==> config.mk <==
export PLATFORM = sky130hd
export DESIGN_NAME = bids_ctrl
export DESIGN_NICKNAME = d
export VERILOG_FILES = /design/src/rtl/bids_pkg.sv /design/src/rtl/bids_ctrl.sv
export VERILOG_INCLUDE_DIRS = /design/src /design/src/rtl
export SDC_FILE = /design/constraint.sdc
export NUM_CORES = 1
export LEC_CHECK = 0
export ABC_AREA = 1
export BUFFER_PORTS_ARGS = -buffer_cell sky130_fd_sc_hd__buf_4
export CORE_AREA = 8 8 45 47
export DETAILED_ROUTE_END_ITERATION = 12
export DIE_AREA = 0 0 53 55
export GPL_TIMING_DRIVEN = 0
export PLACE_DENSITY = 0.41
export SYNTH_ARGS = -nofsm -noshare
export SYNTH_HDL_FRONTEND = slang
export SYNTH_SLANG_ARGS = --single-unit
==> constraint.sdc <==
create_clock -name clk_i -period 1.2 [get_ports clk_i]
set_input_delay 0 -clock clk_i [delete_from_list [all_inputs] [get_ports clk_i]]
set_output_delay 0 -clock clk_i [all_outputs]
set_load 0.02 [all_outputs]
==> src/rtl/bilinear_image_downscaler_unit_defines.svh <==
// assertion macros used by the downscaler sequencer
`ifndef BILINEAR_IMAGE_DOWNSCALER_UNIT_DEFINES_SVH
`define BILINEAR_IMAGE_DOWNSCALER_UNIT_DEFINES_SVH

// checked only while out of reset
`define BIDS_ASSERT(lbl, prop, msg) \
  lbl: assert property (@(posedge clk_i) disable iff (!rst_ni) prop) else $error(msg);

// checked at every edge, reset included
`define BIDS_ASSERT_ALWAYS(lbl, prop, msg) \
  lbl: assert property (@(posedge clk_i) prop) else $error(msg);

`endif

==> src/rtl/bids_pkg.sv <==
// shared constants and types of the bilinear downscaler
package bids_pkg;

  localparam int MaxSrcW     = 1024;
  localparam int SrcRowLimit = 1024;
  localparam int MaxDestDim  = 256;
  localparam int ColW        = $clog2(MaxSrcW);
  localparam int RowW        = $clog2(SrcRowLimit);
  localparam int SrcDimW     = 11;
  localparam int DstDimW     = 9;
  localparam int StepW       = 27;
  localparam int PosW        = 32;
  localparam int DColW       = 8;
  localparam int DRowW       = 9;
  localparam int IdxW        = 16;
  localparam int NormW       = 16;
  localparam int VW          = 40;
  localparam int NW          = 23;
  localparam logic [VW-1:0] NormHalf = 40'd16711680;
  localparam logic [16:0]   Recip255 = 17'd65793;
  localparam logic [16:0]   FracOne  = 17'h10000;

  typedef enum logic [2:0] {
    REG_SRC_W  = 3'd0,
    REG_SRC_H  = 3'd1,
    REG_DST_W  = 3'd2,
    REG_DST_H  = 3'd3,
    REG_X_STEP = 3'd4,
    REG_Y_STEP = 3'd5
  } reg_idx_e;

  typedef struct packed {
    logic [SrcDimW-1:0] src_w;
    logic [SrcDimW-1:0] src_h;
    logic [DstDimW-1:0] dst_w;
    logic [DstDimW-1:0] dst_h;
    logic [StepW-1:0]   x_step;
    logic [StepW-1:0]   y_step;
  } cfg_t;

  typedef struct packed {
    logic capture;
    logic step;
    logic mulx;
    logic muly0;
    logic muly1;
    logic div0;
    logic div1;
  } cmd_t;

  typedef struct packed {
    logic trig;
  } sts_t;

endpackage

==> src/rtl/bids_ctrl.sv <==
// sequencing state machine of the downscaler
`include "bilinear_image_downscaler_unit_defines.svh"

module bids_ctrl (
  input  logic             clk_i,
  input  logic             rst_ni,
  input  logic             in_valid_i,
  output logic             in_ready_o,
  output logic             res_valid_o,
  input  logic             res_ready_i,
  input  bids_pkg::sts_t   sts_i,
  output bids_pkg::cmd_t   cmd_o
);

  typedef enum logic [2:0] {
    S_IDLE, S_STEP, S_MULX, S_MULY0, S_MULY1, S_DIV0, S_DIV1, S_OUT
  } state_e;

  state_e state_q;
  logic   in_ready_q;
  logic   res_valid_q;

  assign in_ready_o  = in_ready_q;
  assign res_valid_o = res_valid_q;

  always_comb begin
    cmd_o         = '0;
    cmd_o.capture = in_valid_i && in_ready_q;
    cmd_o.step    = (state_q == S_STEP);
    cmd_o.mulx    = (state_q == S_MULX);
    cmd_o.muly0   = (state_q == S_MULY0);
    cmd_o.muly1   = (state_q == S_MULY1);
    cmd_o.div0    = (state_q == S_DIV0);
    cmd_o.div1    = (state_q == S_DIV1);
  end

  always_ff @(posedge clk_i or negedge rst_ni) begin
    if (!rst_ni) begin
      state_q     <= S_IDLE;
      in_ready_q  <= 1'b1;
      res_valid_q <= 1'b0;
    end else begin
      case (state_q)
        S_IDLE: begin
          if (in_valid_i) begin
            state_q    <= S_STEP;
            in_ready_q <= 1'b0;
          end
        end
        S_STEP: begin
          if (sts_i.trig) begin
            state_q <= S_MULX;
          end else begin
            state_q    <= S_IDLE;
            in_ready_q <= 1'b1;
          end
        end
        S_MULX:  state_q <= S_MULY0;
        S_MULY0: state_q <= S_MULY1;
        S_MULY1: state_q <= S_DIV0;
        S_DIV0:  state_q <= S_DIV1;
        S_DIV1: begin
          state_q     <= S_OUT;
          res_valid_q <= 1'b1;
        end
        S_OUT: begin
          if (res_ready_i) begin
            state_q     <= S_IDLE;
            res_valid_q <= 1'b0;
            in_ready_q  <= 1'b1;
          end
        end
        default: begin
          state_q     <= S_IDLE;
          in_ready_q  <= 1'b1;
          res_valid_q <= 1'b0;
        end
      endcase
    end
  end

  `BIDS_ASSERT(a_no_overlap, res_valid_q |-> !in_ready_q, "input taken while result pending")
  `BIDS_ASSERT(a_free_after_out, (res_valid_q && res_ready_i) |=> in_ready_q, "not ready after beat out")
  `BIDS_ASSERT(a_busy_after_in, (in_valid_i && in_ready_q) |=> (!in_ready_q && !res_valid_q), "accept did not start work")
  `BIDS_ASSERT(a_skip_no_result, (state_q == S_STEP && !sts_i.trig) |=> (in_ready_q && !res_valid_q), "idle item produced work")
  `BIDS_ASSERT_ALWAYS(a_reset_quiet, !rst_ni |-> !res_valid_q, "result valid in reset")

endmodule

Word-level counts from Yosys, hierarchy flattened
Index checks and enable logic that the tools add are counted.

Memory bits (writable): 0. Bits of input ports: 5. Output and inout port bits: 9. Register bits: 5. Word-level logic and storage cells: 30. Memories kept: 0. Bits in read-only memories: 0. Bits in latches: 0.

Equality and inequality tests: 10. Div/mod/pow operators: 0. $mul: 0. Reductions and logical operators: 7. Shifts and indexed selects: 0. Muxes and demuxes: 10. Add/sub/neg operators: 0. Magnitude comparators: 0. Bitwise gates (word level): 0.

Operators by type and width (count): 3-bit one-hot mux with 8 select lines (1); 3-bit == test (second input constant) (4); 3-bit by 2-bit == test with 1-bit output (second input constant) (2); 3-bit 2-to-1 mux (2); 2-bit != test (second input constant) (3); 1-bit 2-to-1 mux (4); 2-bit AND reduction (2); 4-bit AND reduction (1); 3-bit by 1-bit == test with 1-bit output (second input constant) (1); 3-bit zero test (1); 1-bit one-hot mux with 3 select lines (1); 3-bit nonzero test (1); 2-bit 2-to-1 mux (1); 1-bit one-hot mux with 2 select lines (1); 2-bit nonzero test (1); 1-bit logical AND (1).

Depth between registers and ports, before layout
Depth after elaboration: 3. Gate-level depth with buffers: 6. Mapped depth without buffers: 6.

Worst setup path before layout
OpenSTA, ideal clock, no wires.

Path kind: register to register. From: register state_q[0]. To: register state_q[0]. Required time: 1.077 ns. Slack: 0.232 ns. Library setup time: 0.123 ns. Arrival time: 0.846 ns. Cell stages (with the launch flop): 7. Cell sequence: dfrtp_1 inv_1 nand2_1 nor2_1 nand2_1 nand3_1 nand2_1.

Cells in the longest elaborated chain, start to end: 3. Elaborated cells on any way between the ends: 12. Those cells by class: eq/ne: 9; mux: 1; reduce/logical: 2.

RTL lines: start: declaration (RTL line bids_ctrl.sv:19) `state_e state_q;`; start signal: assignment (RTL line bids_ctrl.sv:39) `state_q <= S_IDLE;`; start signal: assignment (RTL line bids_ctrl.sv:46) `state_q <= S_STEP;`; start signal: assignment (RTL line bids_ctrl.sv:52) `state_q <= S_MULX;`; 3-bit == test / 3-bit zero test (equally long branches) (RTL line bids_ctrl.sv:43) `case (state_q)`; 2-bit != test (no line); 2-bit AND reduction (no line).

Several ways; a longest one is shown, not always the timed one. A chain may end at the register's enable or synchronous reset.

==> impl_metrics.tcl <==
set metrics [dict create \
    status "complete, no violations" \
    fillers 158 \
    crit_arrival_ns 1.13 \
    post_cts_buffers 0 \
    initial_core_util_pct 20.2 \
    period_needed_ns 1.13 \
    placedCellCount 69 \
    hp-class "in -> reg" \
    timing.rr.start "state_q[0]" \
    leakage_nw 0.247 \
    drc 0 \
    ys_seq_elements 5 \
    crit_path_start "state_q[0]" \
    final_common_cell "buf_4" \
    dpl-instance-area_um2 397 \
    place_congestion 0.692 \
    drive_above_1_share_pct 32.8 \
    clk_pin_slew_worst_paths_ns 0.04 \
    synth_nets 45 \
    p_per_area_nw_per_um2 2710 \
    finalClockSkew_ns 0.00199 \
    syn_to_final_growth_pct 55.6 \
    tightest_slew_ns 0.236 \
    io_buffers 13 \
    grt_use_total_pct 5.20 \
    vias 302 \
    dieHeight_um 55 \
    r2r-end "state_q[0]" \
    synth_top_area_cell "dfrtp_1" \
    die_x_um 53 \
    hold_slack_ns 0.0516 \
    root_buffer "clkbuf_4" \
    fmax_mhz 888 \
    yosys.area.top_type_share_pct 35.9 \
    io_pins 14 \
    fin_util_pct 31.4 \
    final_cells 74 \
    yosys-top-cells-area "dfrtp_1 (36%), nand2_1 (12%), nand4_1 (11%), inv_1 (11%), dfstp_2 (9.4%)" \
    dp_hpwl_um 624 \
    final_cell_mix "buf_4 (13), nand2_1 (9), inv_1 (7), nor2_1 (6), nand4_1 (5)" \
    post-place-ws_ns 0.122 \
    netlist_area_um2 279 \
    htreeDepth 1 \
    fin_crit_sh_pct 93.8 \
    yosysSeqAreaShare_pct 45.3 \
    endpoint_kind "output port" \
    worst_slack_ns 0.0741 \
    row_count 14 \
    numClockSinks 5 \
    antenna_found_initial 0 \
    power_mw 1.18 \
    syn_avg_cell_area_um2 6.98 \
    drt-pass1-iter-count 1 \
    path_class "reg -> out" \
    critPathLaunchType "register" \
    drtIter0Drc 0 \
    n_antenna_cell 0 \
    relSlewSlack_pct 84.3 \
    cp_max_fo 7 \
    finalSetupViolations 0 \
    reg2regPathDepth 6 \
    slew_viol_final 0 \
    worstPathRequired_ns 1.20 \
    tns_ns 0 \
    core-area_um2 1380 \
    hold_violations 0 \
    drt.antenna.violating_nets 0 \
    ys_warn_count 0 \
    grt_pass1_vias 284 \
    rsz0062_at_grt "no" \
    maxCapViolations 0 \
    grt_overflow 0 \
    timing.critical_path.to "cmd_o[0]" \
    die_area_um2 2920 \
    nets 64 \
    netlist_instances 40 \
    final_area_um2 434 \
    peakVddDrop_mv 0.726 \
    routed_wl_um 717 \
    min-delay-start "in_valid_i" \
    reg2reg_slack_ns 0.14 \
    vias_per_cell 4.08 \
    cts_tree "yes" \
    clock_path_buffers 2 \
    wl_per_cell_um 9.69 \
    numCtsBuffers 3 \
    grt_pass1_wl_mm 1.05 \
    clk_latency_ns 0.24 \
    grt_max_degree 8 \
    yosysUniqueCellTypes 9 \
]
[power by group]
group,leakage (nW),total [mW],internal (mW),switching (mW)
combinational,0.178,0.636,0.250,0.386
sequential,0.0541,0.354,0.261,0.0923
clock,0.0150,0.186,0.125,0.0610
[metal layers]
layer | track usage (%) | part of all wire, %
met1 | 4.43 | 40
met2 | 8.20 | 48
met3 | 2.41 | 11
met4 | 6.47 | 0.70
met5 | 0 | 0
[critical path, cell delays in order, from the launching register on]
cell and delay [ns]:
dfrtp_2 0.43, inv_1 0.10, nand2_1 0.11, nor2_1 0.10
buf_4 0.15
[Yosys cell counts]
library cell  instances
dfrtp_1               4
nand2_1               9
nand4_1               5
o21ai_0               2
a21oi_1               1
nor2_1                6
nand3_1               4
dfstp_2               1
inv_1                 8
[repair_timing]
| action | in CTS | in global routing |
|---|---|---|
| endpoints found under the setup margin | 0 | 2 |
| hold buffers | 1 | 0 |
| gates resized for setup | 0 | 2 |
| hold endpoints to repair | 5 | 0 |
[sequential cells by signal (all words and copies together) (netlist names)]
| register | cells |
|---|---|
| state_q | 3 |
| in_ready_o | 1 |
| res_valid_o | 1 |
[layout make-up]
cell class	instances	area, um^2	area share [%]
timing repair buffer	14	108	24.8
multi-input combinational	27	123	28.2
tap	16	20.0	4.61
clock buffer	4	26.3	6.05
inverter	8	30.0	6.92
sequential	5	128	29.4
[cells by family (layout without fill, tap and decap cells)]
group / Yosys count / count (layout) / share of synthesized area, %
simple gates: 24 / 24 / 38.6
buf+inv: 8 / 26 / 10.8
flops: 5 / 5 / 45.3
compound gates: 3 / 3 / 5.38
[worst min-delay path by stage]
| stage | endpoint | slack, ns | cells past startpoint |
|---|---|---|---|
| final | in_ready_o | 0.05 | 4 |
| after global routing | state_q[2] | 0.08 | 4 |
| after CTS | in_ready_o | 0.05 | 4 |
| after detailed placement | res_valid_o | -0.20 | 1 |
| after global placement | res_valid_o | -0.20 | 1 |
| after floorplan | res_valid_o | -0.30 | 0 |
No activity file was read; power rests on OpenSTA's default activity.
