==> src/rtl/bilinear_image_downscaler_unit_defines.svh <==
// assertion macros used by the downscaler sequencer
`ifndef BILINEAR_IMAGE_DOWNSCALER_UNIT_DEFINES_SVH
`define BILINEAR_IMAGE_DOWNSCALER_UNIT_DEFINES_SVH

// checked only while out of reset
`define BIDS_ASSERT(lbl, prop, msg) \
  lbl: assert property (@(posedge clk_i) disable iff (!rst_ni) prop) else $error(msg);

// checked at every edge, reset included
`define BIDS_ASSERT_ALWAYS(lbl, prop, msg) \
  lbl: assert property (@(posedge clk_i) prop) else $error(msg);

`endif

==> src/rtl/bids_pkg.sv <==
// shared constants and types of the bilinear downscaler
package bids_pkg;

  localparam int MaxSrcW     = 1024;
  localparam int SrcRowLimit = 1024;
  localparam int MaxDestDim  = 256;
  localparam int ColW        = $clog2(MaxSrcW);
  localparam int RowW        = $clog2(SrcRowLimit);
  localparam int SrcDimW     = 11;
  localparam int DstDimW     = 9;
  localparam int StepW       = 27;
  localparam int PosW        = 32;
  localparam int DColW       = 8;
  localparam int DRowW       = 9;
  localparam int IdxW        = 16;
  localparam int NormW       = 16;
  localparam int VW          = 40;
  localparam int NW          = 23;
  localparam logic [VW-1:0] NormHalf = 40'd16711680;
  localparam logic [16:0]   Recip255 = 17'd65793;
  localparam logic [16:0]   FracOne  = 17'h10000;

  typedef enum logic [2:0] {
    REG_SRC_W  = 3'd0,
    REG_SRC_H  = 3'd1,
    REG_DST_W  = 3'd2,
    REG_DST_H  = 3'd3,
    REG_X_STEP = 3'd4,
    REG_Y_STEP = 3'd5
  } reg_idx_e;

  typedef struct packed {
    logic [SrcDimW-1:0] src_w;
    logic [SrcDimW-1:0] src_h;
    logic [DstDimW-1:0] dst_w;
    logic [DstDimW-1:0] dst_h;
    logic [StepW-1:0]   x_step;
    logic [StepW-1:0]   y_step;
  } cfg_t;

  typedef struct packed {
    logic capture;
    logic step;
    logic mulx;
    logic muly0;
    logic muly1;
    logic div0;
    logic div1;
  } cmd_t;

  typedef struct packed {
    logic trig;
  } sts_t;

endpackage

==> src/rtl/bids_regs.sv <==
// apb configuration registers
module bids_regs (
  input  logic               clk_i,
  input  logic               rst_ni,
  input  logic               psel,
  input  logic               penable,
  input  logic               pwrite,
  input  logic [4:0]         paddr,
  input  logic [31:0]        pwdata,
  output logic [31:0]        prdata,
  output logic               pready,
  output bids_pkg::cfg_t     cfg_o
);

  bids_pkg::cfg_t     cfg_q;
  bids_pkg::reg_idx_e idx;
  logic               wr_en;

  assign idx    = bids_pkg::reg_idx_e'(paddr[4:2]);
  assign wr_en  = psel && penable && pwrite;
  assign pready = 1'b1;
  assign cfg_o  = cfg_q;

  always_ff @(posedge clk_i or negedge rst_ni) begin
    if (!rst_ni) begin
      cfg_q.src_w  <= 11'd320;
      cfg_q.src_h  <= 11'd240;
      cfg_q.dst_w  <= 9'd96;
      cfg_q.dst_h  <= 9'd96;
      cfg_q.x_step <= 27'd218453;
      cfg_q.y_step <= 27'd163840;
    end else if (wr_en) begin
      case (idx)
        bids_pkg::REG_SRC_W:  cfg_q.src_w  <= pwdata[10:0];
        bids_pkg::REG_SRC_H:  cfg_q.src_h  <= pwdata[10:0];
        bids_pkg::REG_DST_W:  cfg_q.dst_w  <= pwdata[8:0];
        bids_pkg::REG_DST_H:  cfg_q.dst_h  <= pwdata[8:0];
        bids_pkg::REG_X_STEP: cfg_q.x_step <= pwdata[26:0];
        bids_pkg::REG_Y_STEP: cfg_q.y_step <= pwdata[26:0];
        default: ;
      endcase
    end
  end

  always_comb begin
    case (idx)
      bids_pkg::REG_SRC_W:  prdata = {21'd0, cfg_q.src_w};
      bids_pkg::REG_SRC_H:  prdata = {21'd0, cfg_q.src_h};
      bids_pkg::REG_DST_W:  prdata = {23'd0, cfg_q.dst_w};
      bids_pkg::REG_DST_H:  prdata = {23'd0, cfg_q.dst_h};
      bids_pkg::REG_X_STEP: prdata = {5'd0, cfg_q.x_step};
      bids_pkg::REG_Y_STEP: prdata = {5'd0, cfg_q.y_step};
      default:              prdata = 32'd0;
    endcase
  end

endmodule

==> config.mk <==
export PLATFORM = sky130hd
export DESIGN_NAME = bids_regs
export DESIGN_NICKNAME = d
export VERILOG_FILES = /design/src/rtl/bilinear_image_downscaler_unit_defines.svh /design/src/rtl/bids_pkg.sv /design/src/rtl/bids_regs.sv
export SDC_FILE = /design/constraint.sdc
export NUM_CORES = 1
export LEC_CHECK = 0
export BUFFER_PORTS_ARGS = -buffer_cell sky130_fd_sc_hd__buf_2
export CAP_MARGIN = 20
export CORE_MARGIN = 2
export CORE_UTILIZATION = 35
export CTS_CLUSTER_DIAMETER = 150
export DETAILED_ROUTE_END_ITERATION = 10
export MAX_ROUTING_LAYER = met4
export SLEW_MARGIN = 20
export SYNTH_ARGS = -nofsm -noshare
export SYNTH_HDL_FRONTEND = slang
export SYNTH_SLANG_ARGS = --single-unit
==> constraint.sdc <==
create_clock -name clk_i -period 1.3 [get_ports clk_i]
set_input_delay 0.065 -clock clk_i [delete_from_list [all_inputs] [get_ports clk_i]]
set_output_delay 0.065 -clock clk_i [all_outputs]
set_load 0.05 [all_outputs]
# Yosys cells after proc, flatten, opt, wreduce, memory -nomap -nowiden
# Index checks and enable logic that the tools add are counted.
[totals] ff_bits=94 input_bits=42
[op_classes] eq_ne=5 muxes=1 n_reduce_logical=9
[ops] op="$pmux 27 s6" n=1
[ops] op="$reduce_and 2->1" n=6
[ops] op="$eq 3x2->1 const B" n=2
[ops] op="$eq 3x3->1 const B" n=2
[ops] op="$eq 3x1->1 const B" n=1
[ops] op="$logic_not 3->1" n=1
[ops] op="$logic_and 1x1->1" n=2

# Depth between registers and ports, before layout
# Gate-level depths: netlist (run 1).
[logic_depth] ltp_word=3 mapped_depth=6

# Worst setup path before layout (run 1)
# Ideal clock, no wire load.
[synth_timing] kind="reg-to-output" from="register cfg_q (netlist bit cfg_o[59])" to="output port prdata[5]" t_arrival_ps=2047 required_time_ps=1235 slack_ps=-812 path_stages_with_launch=4 path_buffers=0 path_cell_list="dfstp_2 -> mux2_2 -> a22oi_1 -> o21ai_0"
[synth_via] elab_chain_len=1
[synth_lines] element="start: declaration" line_no="bids_regs.sv:15" source="bids_pkg::cfg_t cfg_q;"
[synth_lines] element="$pmux 27 s6" line_no="bids_regs.sv:46" source="case (idx)"
[synth_lines] element="end: declaration" line_no="bids_regs.sv:10" source="output logic [31:0] prdata,"
# No other way between the ends.

# Worst setup path after layout (run 1)
[layout_timing] from="register cfg_q (netlist bit cfg_o[76])" to="output port prdata[4]"
# The elaborated chain is that of the path after synthesis.

==> summary.md, run 1 <==
| Metric | Value |
|---|---|
| Status | `finished with violations` |
| Failing checks | `negative setup slack` |
| Hold Vio Cnt, Final | `0` |
| Power Density | `1681 nW/µm²` |
| Initial DRC count | `106` |
| Number of global-route vias before repair | `3,523` |
| Initial Util | `0.3624` |
| Die Y-Extent | `116.2 µm` |
| H-tree depth | `3` |
| Avg Vias per Cell | `4.794` |
| Hold_ws | `0.02047 ns` |
| Via count | `3,447` |
| Clk Latency, worst-skew pair | `0.34 ns` |
| CTS sink count | `94` |
| First-pass GRT wire length | `19.11 mm` |
| Combinational share of power | `0.438` |
| Post-synth EDFFs | `0` |
| Clk pwr share | `0.209` |
| Hold Path Class | `input port to register` |
| Setup WS pre-CTS | `-0.07563 ns` |
| Root Driver | `clkbuf_16` |
| Die footprint | `13,510 µm²` |
| Leakage power | `3.259 nW` |
| Part of the power in registers | `0.353` |
| Routability cong. | `0.7502` |
| Port Buffers | `155` |
| Final cell count without fillers | `719` |
| Clk_skew | `0 ns` |
| Max clock buf depth | `2` |
| Area contributors post-synth | `dfrtp_1 41%, mux2_2 22%, dfstp_2 13%, mux2i_1 7.7%, mux2_1 2.6%` |
| Mapped Cells | `316` |
| NumNets Final | `588` |
| Placed instance area | `6002 µm²` |
| Post-route ant nets | `0` |
| Synthesized area | `4408 µm²` |
| CP startpoint kind | `register` |
| Sw Pwr | `4.943 mW` |
| Post-synth cell types | `31` |
| Int Pwr | `6.642 mW` |
| RSZ-0062 raised after global routing | `yes` |
| Final Worst Setup Slack | `-0.3107 ns` |
| # DRC | `0` |
| FF+latch count, synth | `94` |
| Dpl cells | `667` |
| I/O pins | `169` |
| Switch share | `0.4267` |
| Top FF cell, synth | `dfrtp_1` |
| Layout cells sized above 1 | `0.7604` |
| Hold depth | `2` |
| Total Routing Usage GR | `0.1929` |
| Period utilization | `1.239` |
| N_diodes | `0` |
| Core area | `12,160 µm²` |
| Required @ worst endpoint | `1.24 ns` |
| Clk slew on worst S/H paths | `0.07 ns` |
| Worst setup EP type | `output pin` |
| WL final | `12.40 mm` |
| Largest net degree at the start of global routing | `41` |
| Worst ir drop on vdd | `0.8810 mV` |
| TritonCTS clock tree | `built` |
| Setup violations, final | `15` |
| Post-DP HPWL | `8.748 mm` |
| Synth async-reset ratio | `1.000` |
| WL/cell | `17.25 µm` |
| Max FFs per register | `94` |
| Reg2reg path depth | `3` |
| DRT Pass-1 Iters | `4` |
| Area leader, netlist | `dfrtp_1` |
| Final critical-path required period | `1.611 ns` |
| Max Clock Freq | `620.9 MHz` |
| Maxcap violations | `0` |
| Pins Over Slew Limit | `0` |
| Register area share after synthesis | `0.5399` |
| Antenna violations before repair | `0` |
| Row cnt | `40` |
| Avg Inst Size Synth | `13.95 µm²` |
| Cts bufs inserted | `9` |
| Chip Width | `116.2 µm` |
| Crit path kind | `register to output pin` |
| Yosys top cell area share | `0.4087` |
| WP data arrival | `1.55 ns` |
| Global route total overflow | `0` |
| Synth warn | `0` |
| Area growth syn-to-layout | `56.32%` |
| Total Power | `11.59 mW` |
| Post-route cell area | `6890 µm²` |
| Maximum fanout along the worst path | `2` |
layer usage:
layer / wire [µm] / global-route usage
met1: 5684 / 0.2489
met3: 841 / 0.05449
met5: 0 / -
met2: 5749 / 0.3004
met4: 126 / 0.05079
layout by cell type, fill, tap and decap left out, types with 13 or more instances in the layout:
cell type      instances
buf_2                122
buf_4                 61
buf_6                 20
dfrtp_1               51
dfrtp_2               21
dfstp_2               22
dlygate4sd3_1         20
mux2_2                86
mux2i_1               19
mux2i_2               13
nor2_4                16
synthesized netlist by cell type (all sizes together) (2+ instances only):
cell / n
a211o: 3
a21oi: 3
a221o: 2
a22oi: 3
and2: 2
buf: 21
clkbuf: 4
conb: 2
dfrtp: 72
dfstp: 22
inv: 3
mux2: 97
mux2i: 34
mux4: 2
nand2b: 2
nand3: 2
nor2: 24
o21ai: 5
o221ai: 4
or3: 4
cells by family (layout without fill, tap and decap cells):
kind of cell / count (synthesis) / after routing / synth area share
multiplexers: 133 / 133 / 0.3352
flip-flops: 94 / 94 / 0.5399
AND/OR/NAND/NOR: 37 / 37 / 0.04853
buffers and inverters: 28 / 259 / 0.03889
AO/OA/AOI/OAI: 22 / 22 / 0.03576
other: 2 / 6 / 0.001704
final timing paths:
kind	start	endpoint	slack (ns)
hold reg to reg	cfg_o[82]$_DFFE_PN0P_	cfg_o[82]$_DFFE_PN0P_	0.52
max in group asynchronous	rst_ni	cfg_o[37]$_DFFE_PN1P_	0.58
setup reg to reg	cfg_o[85]$_DFFE_PN0P_	cfg_o[85]$_DFFE_PN0P_	0.25
setup / recovery	cfg_o[76]$_DFFE_PN1P_	prdata[4]	-0.31
min in group asynchronous	rst_ni	cfg_o[48]$_DFFE_PN0P_	0.16
hold / removal	pwdata[1]	cfg_o[84]$_DFFE_PN0P_	0.02
per-stage QoR:
step	util	TNS (ns)
6_report	0.5666	-2.486
5_1_grt	0.5666	-3.377
4_1_cts	0.5548	-2.710
3_5_place_dp	0.4935	-3.185
3_3_place_gp	0.4935	-1.177
2_1_floorplan	-	-1.375
what timing repair did:
item,CTS,global route
buffers inserted,9,7
setup endpoints to repair,29,29
pin swaps,8,4
resized for setup,64,28
hold buffers,20,0
hold endpoints to repair,114,0
power groups by stage:
stage,sequential [mW],combinational (mW),clock [mW]
6_report,4.09,5.08,2.42
5_1_grt,4.17,5.32,2.63
4_1_cts,4.07,4.99,2.50
3_5_place_dp,4.10,4.65,0
3_3_place_gp,4.06,4.62,0
2_1_floorplan,6.10,1.43,0
cell type report:
class / instances / area [µm²]
repair buffers: 240 / 1792
multi-input cells: 198 / 2206
inverters: 3 / 11.26
fillers: 1009 / 5271
clock buffers: 15 / 257.7
well taps: 168 / 210.2
clock inverters: 1 / 7.507
flip-flops and latches: 94 / 2406
worst max-delay path: stages, from the launching register on:
cell and delay (ns):
dfstp_2 0.53, mux2i_1 0.07, or3_4 0.34, o221ai_4 0.07
buf_6 0.19
No activity file was read; power rests on OpenSTA's default activity.
==> run 2: changes to the inputs <==
--- a/config.mk
+++ b/config.mk
@@ -12,6 +12,7 @@
 export CTS_CLUSTER_DIAMETER = 150
 export DETAILED_ROUTE_END_ITERATION = 10
 export MAX_ROUTING_LAYER = met4
+export PLACE_DENSITY = 0.61
 export SLEW_MARGIN = 20
 export SYNTH_ARGS = -nofsm -noshare
 export SYNTH_HDL_FRONTEND = slang
==> run 2 against run 1 <==
Net effect: highest routed layer unchanged; worst setup slack got worse by 0.0072 ns; critical endpoint unchanged; non-clock buffer count grew 10; the flow still finishes with violations (negative setup slack); critical path depth did not move; core utilization is 1.2 points higher.
==> summary.md, run 2 (synthesis results as in run 1) <==
| Metric | Value |
|---|---|
| Crit path kind | `register to output pin (unchanged)` |
| Dpl cells | `667 (unchanged)` |
| CTS sink count | `94 (unchanged)` |
| Clk_skew | `0 ns (unchanged)` |
| Routability cong. | `0.7968 (was 0.7502)` |
| Chip Width | `116.2 µm (unchanged)` |
| Via count | `3,495 (was 3,447)` |
| Max clock buf depth | `2 (unchanged)` |
| CP startpoint kind | `register (unchanged)` |
| I/O pins | `169 (unchanged)` |
| Maxcap violations | `0 (unchanged)` |
| Area growth syn-to-layout | `59.72% (was 56.32%)` |
| Largest net degree at the start of global routing | `63 (was 41)` |
| Antenna violations before repair | `0 (unchanged)` |
| WP data arrival | `1.55 ns (about the same)` |
| Max Clock Freq | `618.1 MHz (was 620.9 MHz)` |
| Final Worst Setup Slack | `-0.3179 ns (was -0.3107 ns)` |
| Sw Pwr | `5.015 mW (was 4.943 mW)` |
| Avg Vias per Cell | `4.794 (about the same)` |
| Switch share | `0.4154 (was 0.4267)` |
| Hold Path Class | `input port to register (unchanged)` |
| Int Pwr | `7.058 mW (was 6.642 mW)` |
| Final Util | `0.5789 (was 0.5666)` |
| Core area | `12,160 µm² (unchanged)` |
| Post-route setup TNS | `-2.543 ns (was -2.486 ns)` |
| Failing checks | `negative setup slack (unchanged)` |
| Post-DP HPWL | `8.845 mm (was 8.748 mm)` |
| Maximum fanout along the worst path | `2 (unchanged)` |
| WL final | `12.33 mm (was 12.40 mm)` |
| Most frequent cells in the layout | `122 x buf_2, 86 x mux2_2, 70 x buf_4 (was 122 x buf_2, 86 x mux2_2, 61 x buf_4)` |
| Global route total overflow | `0 (unchanged)` |
| WL/cell | `16.91 µm (was 17.25 µm)` |
| First-pass GRT wire length | `18.84 mm (was 19.11 mm)` |
| Hold_ws | `0.01019 ns (was 0.02047 ns)` |
| Root Driver | `clkbuf_16 (unchanged)` |
| Final cell count without fillers | `729 (was 719)` |
| Worst ir drop on vdd | `0.9617 mV (was 0.8810 mV)` |
| Period utilization | `1.245 (was 1.239)` |
| Cts bufs inserted | `9 (unchanged)` |
| Total Power | `12.07 mW (was 11.59 mW)` |
| Clk Latency, worst-skew pair | `0.35 ns (was 0.34 ns)` |
| Final critical-path required period | `1.618 ns (was 1.611 ns)` |
| Leakage power | `3.337 nW (was 3.259 nW)` |
| Max FFs per register | `94 (unchanged)` |
| WL met2 | `6.123 mm (was 5.749 mm)` |
| Worst hold start | `pwdata[2] (was pwdata[1])` |
| Worst setup path start | `cfg_o[76]$_DFFE_PN1P_ (unchanged)` |
| Initial DRC count | `86 (was 106)` |
| Worst setup EP type | `output pin (unchanged)` |
| Row cnt | `40 (unchanged)` |
| Hold Vio Cnt, Final | `0 (unchanged)` |
| Layout cells sized above 1 | `0.7665 (was 0.7604)` |
| Initial Util | `0.3624 (unchanged)` |
| Number of fill cells | `1,006 (was 1,009)` |
| Port Buffers | `155 (unchanged)` |
| Most common cell after layout, fill and taps aside | `buf_2 (unchanged)` |
| Number of global-route vias before repair | `3,546 (was 3,523)` |
| Clk slew on worst S/H paths | `0.07 ns (about the same)` |
| Met1 WL | `5.297 mm (was 5.684 mm)` |
| Post-route ant nets | `0 (unchanged)` |
| DRT Pass-1 Iters | `4 (unchanged)` |
| Part of the power in registers | `0.338 (was 0.353)` |
| Required @ worst endpoint | `1.24 ns (about the same)` |
| Status | `finished with violations (unchanged)` |
| Die Y-Extent | `116.2 µm (unchanged)` |
| RSZ-0062 raised after global routing | `yes (unchanged)` |
| Setup violations, final | `12 (was 15)` |
| NumNets Final | `598 (was 588)` |
| Top layer reached by signal wires | `met4 (unchanged)` |
| Clk pwr share | `0.236 (was 0.209)` |
| Reg-to-Reg Start | `cfg_o[66]$_DFFE_PN0P_ (was cfg_o[85]$_DFFE_PN0P_)` |
| Power Density | `1715 nW/µm² (was 1681 nW/µm²)` |
| Total Routing Usage GR | `0.1921 (was 0.1929)` |
| H-tree depth | `3 (unchanged)` |
| Pins Over Slew Limit | `0 (unchanged)` |
| Combinational share of power | `0.426 (was 0.438)` |
| # DRC | `0 (unchanged)` |
| Die footprint | `13,510 µm² (unchanged)` |
| TritonCTS clock tree | `built (unchanged)` |
| Met3 routed WL | `706 µm (was 841 µm)` |
| N_diodes | `0 (unchanged)` |
## run 2: cell count changes in the layout (fill, tap and decap cells not counted), moves of 2 or more
cell,before,now
or3_4,3,1
bufinv_16,0,2
dlygate4sd3_1,20,22
clkinv_2,0,2
clkbuf_1,5,0
buf_4,61,70
buf_6,20,18
or3_1,1,3
## run 2: final cells by class
| class | count | area, µm² | share of cell area |
|---|---|---|---|
| clock buffers | 10 | 239.0 | 0.03394 |
| clock inverters | 6 | 85.08 | 0.01208 |
| repair buffers | 250 | 1884 | 0.2676 |
| well taps | 168 | 210.2 | 0.02986 |
| inverters | 3 | 11.26 | 0.001599 |
| multi-input cells | 198 | 2205 | 0.3131 |
| flip-flops and latches | 94 | 2406 | 0.3417 |
## run 2: stage by stage
step                      setup slack (ns)  instance area, µm²
after floorplan                   -0.07397                4692
after global placement            -0.04724                6002
after detailed placement          -0.06307                6002
after CTS                          -0.3434                6825
after global routing               -0.3821                7041
final                              -0.3179                7041
## run 2: power by group through the flow
stage / sequential [mW] / combinational [mW] / clock [mW]
3_3_place_gp: 4.07 / 4.63 / 0
3_5_place_dp: 4.10 / 4.67 / 0
4_1_cts: 4.08 / 5.00 / 2.94
2_1_floorplan: 6.10 / 1.43 / 0
5_1_grt: 4.15 / 5.37 / 3.03
6_report: 4.08 / 5.14 / 2.86
## run 2: routing by layer
| layer | global-route usage | vias up |
|---|---|---|
| li1 | - | 1612 |
| met3 | 0.05708 | 18 |
| met1 | 0.2284 | 1733 |
| met5 | - | - |
| met2 | 0.3198 | 132 |
| met4 | 0.05079 | 0 |
## run 2: critical path, stage by stage (launching register included)
cell	delay, ns
dfstp_2	0.53
mux2i_1	0.06
or3_1	0.35
o221ai_4	0.08
buf_6	0.18
## run 2: path summary, 6_finish.rpt
check / slack [ns] / to / cells after the start
setup / recovery: -0.32 / prdata[4] / 4
hold / removal: 0.01 / cfg_o[85]$_DFFE_PN0P_ / 2
setup reg to reg: 0.30 / cfg_o[66]$_DFFE_PN0P_ / 3
hold reg to reg: 0.53 / cfg_o[62]$_DFFE_PN0P_ / 1
max in group asynchronous: 0.68 / cfg_o[91]$_DFFE_PN1P_ / 3
min in group asynchronous: 0.23 / cfg_o[16]$_DFFE_PN0P_ / 3
## run 2: what timing repair did
item | 4_1_cts | 5_1_grt
hold buffers | 22 | 0
pin swaps | 10 | 7
buffers inserted | 7 | 17
endpoints found under the setup margin | 31 | 27
cloned | 0 | 0
resized for setup | 68 | 20
endpoints found under the hold margin | 122 | 0
==> run 3: changes to the inputs <==
--- a/config.mk
+++ b/config.mk
@@ -7,7 +7,7 @@
 export LEC_CHECK = 0
 export BUFFER_PORTS_ARGS = -buffer_cell sky130_fd_sc_hd__buf_2
 export CAP_MARGIN = 20
-export CORE_MARGIN = 2
+export CORE_MARGIN = 3
 export CORE_UTILIZATION = 35
 export CTS_CLUSTER_DIAMETER = 150
 export DETAILED_ROUTE_END_ITERATION = 10
==> run 3 against run 2 <==
Net effect: the flow still finishes with violations (negative setup slack); first-iteration DRC count decreased by 4.7%; critical path depth unchanged; sequential cell count unchanged; design area decreased by 0.52%; critical endpoint unchanged; largest power group unchanged.
==> summary.md, run 3 (synthesis results as in run 1) <==
| Metric | Value |
|---|---|
| CP startpoint kind | `register (unchanged)` |
| Pins Over Slew Limit | `0 (unchanged)` |
| Post-route cell area | `7004 µm² (was 7041 µm²)` |
| DRT Pass-1 Iters | `4 (unchanged)` |
| Layout cells sized above 1 | `0.7609 (was 0.7665)` |
| Number of global-route vias before repair | `3,685 (was 3,546)` |
| CTS sink count | `94 (unchanged)` |
| I/O pins | `169 (unchanged)` |
| Max Clock Freq | `622.9 MHz (was 618.1 MHz)` |
| Placed instance area | `5992 µm² (was 6002 µm²)` |
| Failing checks | `negative setup slack (unchanged)` |
| NumNets Final | `589 (was 598)` |
| Gr busiest metal | `met2 (unchanged)` |
| Most frequent cells in the layout | `120 x buf_2, 86 x mux2_2, 66 x buf_4 (was 122 x buf_2, 86 x mux2_2, 70 x buf_4)` |
| Chip Width | `118.2 µm (was 116.2 µm)` |
| Dpl cells | `662 (was 667)` |
| GRT met1 Usage | `0.2350 (was 0.2284)` |
| Reg2reg path depth | `3 (unchanged)` |
| Worst setup EP type | `output pin (unchanged)` |
| WL final | `12.92 mm (was 12.33 mm)` |
| Port Buffers | `155 (unchanged)` |
| Crit path kind | `register to output pin (unchanged)` |
| GRT met3 Usage | `0.04019 (was 0.05708)` |
| Total Routing Usage GR | `0.1902 (was 0.1921)` |
| Die Y-Extent | `118.2 µm (was 116.2 µm)` |
| R2R setup slack | `0.25 ns (was 0.30 ns)` |
| Antenna violations before repair | `0 (unchanged)` |
| Largest net degree at the start of global routing | `95 (was 63)` |
| Pin slew with the least headroom to its limit | `0.5030 ns` |
| Setup violations, final | `11 (was 12)` |
| Clk_skew | `0 ns (unchanged)` |
| WL/cell | `17.94 µm (was 16.91 µm)` |
| Leakage power | `3.309 nW (was 3.337 nW)` |
| Worst ir drop on vdd | `1.007 mV (was 0.9617 mV)` |
| Met2 Use GR | `0.3123 (was 0.3198)` |
| Hold Vio Cnt, Final | `0 (unchanged)` |
| Total Power | `11.73 mW (was 12.07 mW)` |
| Routability cong. | `0.7423 (was 0.7968)` |
| # DRC | `0 (unchanged)` |
| Period utilization | `1.235 (was 1.245)` |
| Initial DRC count | `82 (was 86)` |
| Final Util | `0.5759 (was 0.5789)` |
| N_diodes | `0 (unchanged)` |
| Maximum fanout along the worst path | `2 (unchanged)` |
| Max clock buf depth | `2 (unchanged)` |
| Hold Path Class | `input port to register (unchanged)` |
| Hold depth | `2 (unchanged)` |
| Required @ worst endpoint | `1.24 ns (about the same)` |
| Global route total overflow | `0 (unchanged)` |
| Post-DP HPWL | `8.624 mm (was 8.845 mm)` |
| Clk slew on worst S/H paths | `0.07 ns (about the same)` |
| Rel. slew slack | `0.6646` |
| RSZ-0062 raised after global routing | `yes (unchanged)` |
| Final Worst Setup Slack | `-0.3055 ns (was -0.3179 ns)` |
| Row cnt | `40 (unchanged)` |
| Max FFs per register | `94 (unchanged)` |
| Die footprint | `13,980 µm² (was 13,510 µm²)` |
| Area growth syn-to-layout | `58.90% (was 59.72%)` |
| Post-route ant nets | `0 (unchanged)` |
| Clk Latency, worst-skew pair | `0.34 ns (was 0.35 ns)` |
| Power Density | `1674 nW/µm² (was 1715 nW/µm²)` |
| Via count | `3,502 (was 3,495)` |
| WP data arrival | `1.54 ns (was 1.55 ns)` |
| Cts bufs inserted | `9 (unchanged)` |
| Root Driver | `clkbuf_16 (unchanged)` |
| Avg Vias per Cell | `4.864 (was 4.794)` |
| TritonCTS clock tree | `built (unchanged)` |
| H-tree depth | `3 (unchanged)` |
| Core area | `12,160 µm² (unchanged)` |
| Final critical-path required period | `1.606 ns (was 1.618 ns)` |
| Initial Util | `0.3624 (unchanged)` |
| Setup WS pre-CTS | `-0.1095 ns (was -0.06307 ns)` |
| Most common cell after layout, fill and taps aside | `buf_2 (unchanged)` |
| Maxcap violations | `0 (unchanged)` |
| First-pass GRT wire length | `20.34 mm (was 18.84 mm)` |
| Status | `finished with violations (unchanged)` |
| Final cell count without fillers | `720 (was 729)` |
[run 3: cell types whose count changed in the layout (fill, tap and decap cells not counted), sizes merged]
cell	delta
dlygate4sd3	-3
bufbuf	+1
clkinv	-1
buf	-9
clkinvlp	-2
clkbuf	+7
bufinv	-2
[run 3: area by class of cell]
| class | count | area, µm² |
|---|---|---|
| clock inverter | 1 | 5.005 |
| inverter | 3 | 11.26 |
| sequential | 94 | 2406 |
| timing repair buffer | 241 | 1854 |
| clock buffer | 15 | 267.8 |
| fill | 986 | 5157 |
| multi-input combinational | 198 | 2250 |
| tap | 168 | 210.2 |
[run 3: worst paths after layout]
path / end / startpoint
max: prdata[4] / cfg_o[76]$_DFFE_PN1P_
min: cfg_o[84]$_DFFE_PN0P_ / pwdata[1]
max reg2reg: cfg_o[85]$_DFFE_PN0P_ / cfg_o[85]$_DFFE_PN0P_
min reg2reg: cfg_o[56]$_DFFE_PN0P_ / cfg_o[56]$_DFFE_PN0P_
max in group asynchronous: cfg_o[92]$_DFFE_PN0P_ / rst_ni
min in group asynchronous: cfg_o[16]$_DFFE_PN0P_ / rst_ni
[run 3: per-stage QoR]
step                setup TNS, ns  hold slack (ns)
finish                     -2.422          0.01822
global route               -3.227          0.02444
CTS                        -2.711         0.005114
detailed placement         -4.837           0.1544
global placement           -2.974           0.1518
floorplan                  -1.375          -0.2306
[run 3: per-layer routing]
layer,part of all wire,wire length (µm)
met1,0.43,5605
met2,0.49,6380
met3,0.056,721
met4,0.016,212
met5,0,0
[run 3: report_power, final]
part / total [mW] / internal [mW] / leakage (nW) / switching [mW]
logic: 5.19 / 1.73 / 2.05 / 3.45
registers: 4.09 / 3.62 / 1.12 / 0.464
clock network: 2.45 / 1.40 / 0.134 / 1.05
[run 3: worst max-delay path, cell delays in order, from the launching register on]
cell      delay (ns)
dfstp_2         0.53
mux2i_1         0.06
or3_1           0.35
o221ai_4        0.08
buf_6           0.18
[run 3: timing repair]
action / CTS / global route
gates cloned: 1 / 1
setup endpoints to repair: 28 / 25
gates resized for setup: 70 / 21
pin swaps: 9 / 4
buffers inserted: 15 / 6
hold buffers: 19 / 0
hold endpoints to repair: 112 / 0
